`config.mk`:
```
export PLATFORM = sky130hd
export DESIGN_NAME = dfl_ctrl
export DESIGN_NICKNAME = d
export VERILOG_FILES = /design/src/sv/dfl_pkg.sv /design/src/sv/dfl_ctrl.sv
export SDC_FILE = /design/constraint.sdc
export NUM_CORES = 1
export LEC_CHECK = 0
export BUFFER_PORTS_ARGS = -buffer_cell sky130_fd_sc_hd__buf_2
export CORE_AREA = 2 2 39 41
export DETAILED_ROUTE_END_ITERATION = 8
export DIE_AREA = 0 0 41 43
export HOLD_SLACK_MARGIN = 0.02
export MAX_ROUTING_LAYER = met4
export PLACE_DENSITY_LB_ADDON = 0.12
export SLEW_MARGIN = 10
export SYNTH_ARGS = -nofsm -noshare
export SYNTH_HDL_FRONTEND = slang
export SYNTH_SLANG_ARGS = --single-unit
export TNS_END_PERCENT = 20
```
`constraint.sdc`:
```
create_clock -name i_clk -period 1.5 [get_ports i_clk]
set_input_delay 0.45 -clock i_clk [delete_from_list [all_inputs] [get_ports i_clk]]
set_output_delay 0.45 -clock i_clk [all_outputs]
set_load 0.005 [all_outputs]
```
`src/sv/dfl_pkg.sv`:
```
package dfl_pkg;

    // slot status codes
    localparam logic [1:0] ST_EMPTY  = 2'd0;
    localparam logic [1:0] ST_PEND_A = 2'd1;
    localparam logic [1:0] ST_PEND_B = 2'd2;
    localparam logic [1:0] ST_DONE   = 2'd3;

    // winner codes
    localparam logic [1:0] WIN_NONE = 2'd0;
    localparam logic [1:0] WIN_A    = 2'd1;
    localparam logic [1:0] WIN_B    = 2'd2;
    localparam logic [1:0] WIN_TIE  = 2'd3;

    localparam logic [62:0] MAX_ADV = '1;

    typedef struct packed {
        logic        side;
        logic [63:0] sequence_number;
        logic [63:0] timestamp_ns;
    } t_in_item;

    typedef struct packed {
        logic        matched;
        logic [1:0]  winner;
        logic [62:0] advantage_ns;
        logic [63:0] packets_a;
        logic [63:0] packets_b;
        logic [63:0] unmatched_a;
        logic [63:0] unmatched_b;
        logic [63:0] faster_a;
        logic [63:0] faster_b;
        logic [63:0] sum_advantage_a;
        logic [63:0] sum_advantage_b;
        logic [63:0] sum_advantage_all;
    } t_out_item;

    typedef enum logic [2:0] {
        S_CLEAR,
        S_IDLE,
        S_LOOK,
        S_ACCUM,
        S_SUM
    } t_state;

    // controller to datapath
    typedef struct packed {
        logic clear_wr;
        logic capture;
        logic eval;
        logic accum;
        logic load_out;
    } t_ctrl_cmd;

    // datapath to controller
    typedef struct packed {
        logic clear_last;
    } t_ctrl_sts;

endpackage

```
`src/sv/dfl_ctrl.sv`:
```
module dfl_ctrl (
    input  logic                 i_clk,
    input  logic                 i_rst_n,
    input  logic                 start,
    input  dfl_pkg::t_ctrl_sts   i_sts,
    output logic                 busy,
    output logic                 o_valid,
    output dfl_pkg::t_ctrl_cmd   o_cmd
);

    dfl_pkg::t_state r_state;
    dfl_pkg::t_state n_state;
    logic            r_valid;

    always_ff @(posedge i_clk) begin
        if (!i_rst_n) begin
            r_state <= dfl_pkg::S_CLEAR;
            r_valid <= 1'b0;
        end else begin
            r_state <= n_state;
            r_valid <= (r_state == dfl_pkg::S_SUM);
        end
    end

    always_comb begin
        n_state = r_state;
        case (r_state)
            dfl_pkg::S_CLEAR: begin
                if (i_sts.clear_last) n_state = dfl_pkg::S_IDLE;
            end
            dfl_pkg::S_IDLE: begin
                if (start) n_state = dfl_pkg::S_LOOK;
            end
            dfl_pkg::S_LOOK:  n_state = dfl_pkg::S_ACCUM;
            dfl_pkg::S_ACCUM: n_state = dfl_pkg::S_SUM;
            dfl_pkg::S_SUM:   n_state = dfl_pkg::S_IDLE;
            default:          n_state = dfl_pkg::S_CLEAR;
        endcase
    end

    always_comb begin
        o_cmd = '0;
        busy  = 1'b1;
        case (r_state)
            dfl_pkg::S_CLEAR: o_cmd.clear_wr = 1'b1;
            dfl_pkg::S_IDLE: begin
                busy        = 1'b0;
                o_cmd.capture = start;
            end
            dfl_pkg::S_LOOK:  o_cmd.eval     = 1'b1;
            dfl_pkg::S_ACCUM: o_cmd.accum    = 1'b1;
            dfl_pkg::S_SUM:   o_cmd.load_out = 1'b1;
            default:          o_cmd = '0;
        endcase
    end

    assign o_valid = r_valid;

endmodule

```
==> results.ini <==
[synth]
synth_sequential_area_ratio=0.390
post_synth_inst_count=23
synth_top_flop_cell=sky130_fd_sc_hd__dfxtp_1
synth.yosys.warnings=0
synth_area_per_cell_um2=8.92
yosysTopAreaCellShare=0.390
synthesis.area_um2=205
netlist_top_cells_area=sky130_fd_sc_hd__dfxtp_1, sky130_fd_sc_hd__and2_1, sky130_fd_sc_hd__nand2b_1, sky130_fd_sc_hd__buf_6, sky130_fd_sc_hd__nor2_1
mappedNetlistNets=27
synth_common_cells=sky130_fd_sc_hd__dfxtp_1, sky130_fd_sc_hd__nor2_1, sky130_fd_sc_hd__and2_1, sky130_fd_sc_hd__nand2b_1
synth_area_leader_cell=sky130_fd_sc_hd__dfxtp_1
synth.most_common_cell=sky130_fd_sc_hd__dfxtp_1
post_synth_edffs=0
synth_seq_cells=4
share_of_synthesized_flip_flops_with_an_asynchronous_set_or_reset=0
synthDistinctLibCells=16

[grt]
grt_pass1_wl_um=807
maximum_number_of_pins_on_one_net_before_global_route_repair=10
number_of_global_route_vias_before_repair=180
grt.total_usage=0.0771
globalRoute.totalOverflow=0
antenna_violations_before_repair=0

[timing]
fmaxAchievable_mhz=686
max_slew.worst_pin.slew_ns=0.317
setup_viol=0
period_needed_ns=1.46
finalHoldViolCount=0
final_min_period_over_clock_period=0.971
timing.max_slew.rel_slack=0.786
clock_skew_ns=0.00127
rsz0062_at_grt=yes
whs_ns=0.469
final-max-slew-violation-count=0

[placed_design]
placed_cells=47
placement.io_buffers=10
detailed_place_hpwl_um=363
gp_congestion=0.695

[die]
die_area_mm2=0.00176
die_h_um=43
die_w_um=41
effective_utilization_at_floorplan=0.148
ports=11
placementRows=14
placeable_core_area_mm2=0.00138

[cts]
clock_sink_count=4
cts-root-to-sink-buffers=2
cts_hold_buffers=0
cts_inserted_buffers=3
cts.htree.levels=1
cts_tree=yes
worst_skew_pair.late_latency_ns=0.24
post_cts_repair_setup_buffers=0
worst_setup_hold_path_clk_slew_ns=0.04
clock_tree_root_driver_cell=sky130_fd_sc_hd__clkbuf_4

[cells_and_area]
area_delta_synth_final_pct=45.1
nets=40
instances_no_fill=50
ratio_of_cells_with_drive_above_1_in_the_final_layout=0.588
fillerInstances=162
antenna_cells=0

[worst_setup_path]
cp-end-kind=primary output
critPathArrivalTime_ns=1.01
worst_ep_required_time_ns=1.05
worst-r2r-setup-slack_ns=0.54
timing_worst_setup_path_type=flip-flop to primary output
path_max_fanout=7
crit_path_start_kind=flip-flop

[flow_run]
drv.max_cap_violation_count=0

[detailed_routing]
routed-via-count=198
postRouteWirelength_um=452
remaining_drc_errors=0
drtAntennaViolNets=0
detail_route.first_pass.iterations=2
drt-wirelength-per-cell_um=9.04
detail_route.iter0.violations=1
vias_per_cell=3.96

[pwr]
power_per_cell_area_mw_per_mm2=1020
leakage_nw=0.140
max-vdd-ir-drop_v=0.000379

[outcome]
run_status=finished, final reports clean

[worst_hold_path]
class_of_the_tightest_hold_or_removal_check=input pin to flip-flop

==> critical path, stage by stage, from the launching register on <==
cell	delay, ns
sky130_fd_sc_hd__dfxtp_4	0.36
sky130_fd_sc_hd__nor2_1	0.17
sky130_fd_sc_hd__and2_1	0.14
sky130_fd_sc_hd__buf_2	0.10
==> what timing repair did <==
action	4_1_cts	5_1_grt
setup endpoints to repair	3	4
resized for setup	3	4
pin swaps	0	1
==> sequential cells by signal, summed over array words and instances (netlist names) <==
name     count
o_valid      1
r_state      3
==> per-stage QoR <==
stage | instance area, um^2 | power, mW | util | setup TNS, ns | setup WS (ns)
after floorplan | 205 | 0.147 | - | 0 | 0.317
after global placement | 256 | 0.168 | 0.185 | 0 | 0.198
after detailed placement | 256 | 0.168 | 0.185 | 0 | 0.190
after CTS | 284 | 0.310 | 0.205 | 0 | 0.00601
after global routing | 298 | 0.334 | 0.215 | -0.0501 | -0.0228
final | 298 | 0.303 | 0.215 | 0 | 0.0428
==> final timing paths <==
check,cells after the start,end,start
worst min register to register,2,r_state[1]$_SDFFE_PN0P_,r_state[1]$_SDFFE_PN0P_
worst max-delay path,3,o_cmd[0],r_state[1]$_SDFFE_PN0P_
worst min-delay path,2,r_state[0]$_SDFFE_PN0P_,i_rst_n
worst max register to register,3,r_state[0]$_SDFFE_PN0P_,r_state[0]$_SDFFE_PN0P_
==> layer usage <==
metal,track usage,wire length (um),up-vias
li1,-,-,101
met1,0.0801,164,90
met2,0.0906,230,7
met3,0.0942,57,0
met4,0.0200,0,0
met5,-,0,-
==> placed cells by master (no fill, tap or decap), drive strengths merged <==
cell / synthesis / final
dfxtp: 4 / 4
and3: 2 / 2
nor2: 3 / 3
nand2: 1 / 1
o21a: 1 / 1
nand3b: 1 / 1
o31a: 1 / 1
nand2b: 2 / 2
nor3: 1 / 1
nor4b: 1 / 1
and3b: 1 / 1
a21oi: 1 / 1
clkbuf: 0 / 3
and2: 2 / 2
buf: 2 / 10
==> cell families (layout without fill, tap and decap cells) <==
| kind of cell | Yosys count | in the layout | synth area share |
|---|---|---|---|
| simple gates | 14 | 14 | 0.415 |
| flops | 4 | 4 | 0.390 |
| compound gates | 3 | 3 | 0.104 |
| buf+inv | 2 | 13 | 0.0915 |
==> final cells by class <==
| cell class | count | area (um^2) | share of cell area |
|---|---|---|---|
| Sequential cell | 4 | 88.8 | 0.298 |
| Tap cell | 16 | 20.0 | 0.0672 |
| Clock buffer | 3 | 22.5 | 0.0756 |
| Timing Repair Buffer | 10 | 50.0 | 0.168 |
| Multi-Input combinational cell | 17 | 116 | 0.391 |
==> power breakdown <==
group | total, mW | internal, mW | leakage [nW] | switching (mW)
clock | 0.134 | 0.0895 | 0.0138 | 0.0442
combinational | 0.0472 | 0.0281 | 0.0922 | 0.0191
sequential | 0.122 | 0.112 | 0.0344 | 0.0103
(Power assumes the default switching activity.)
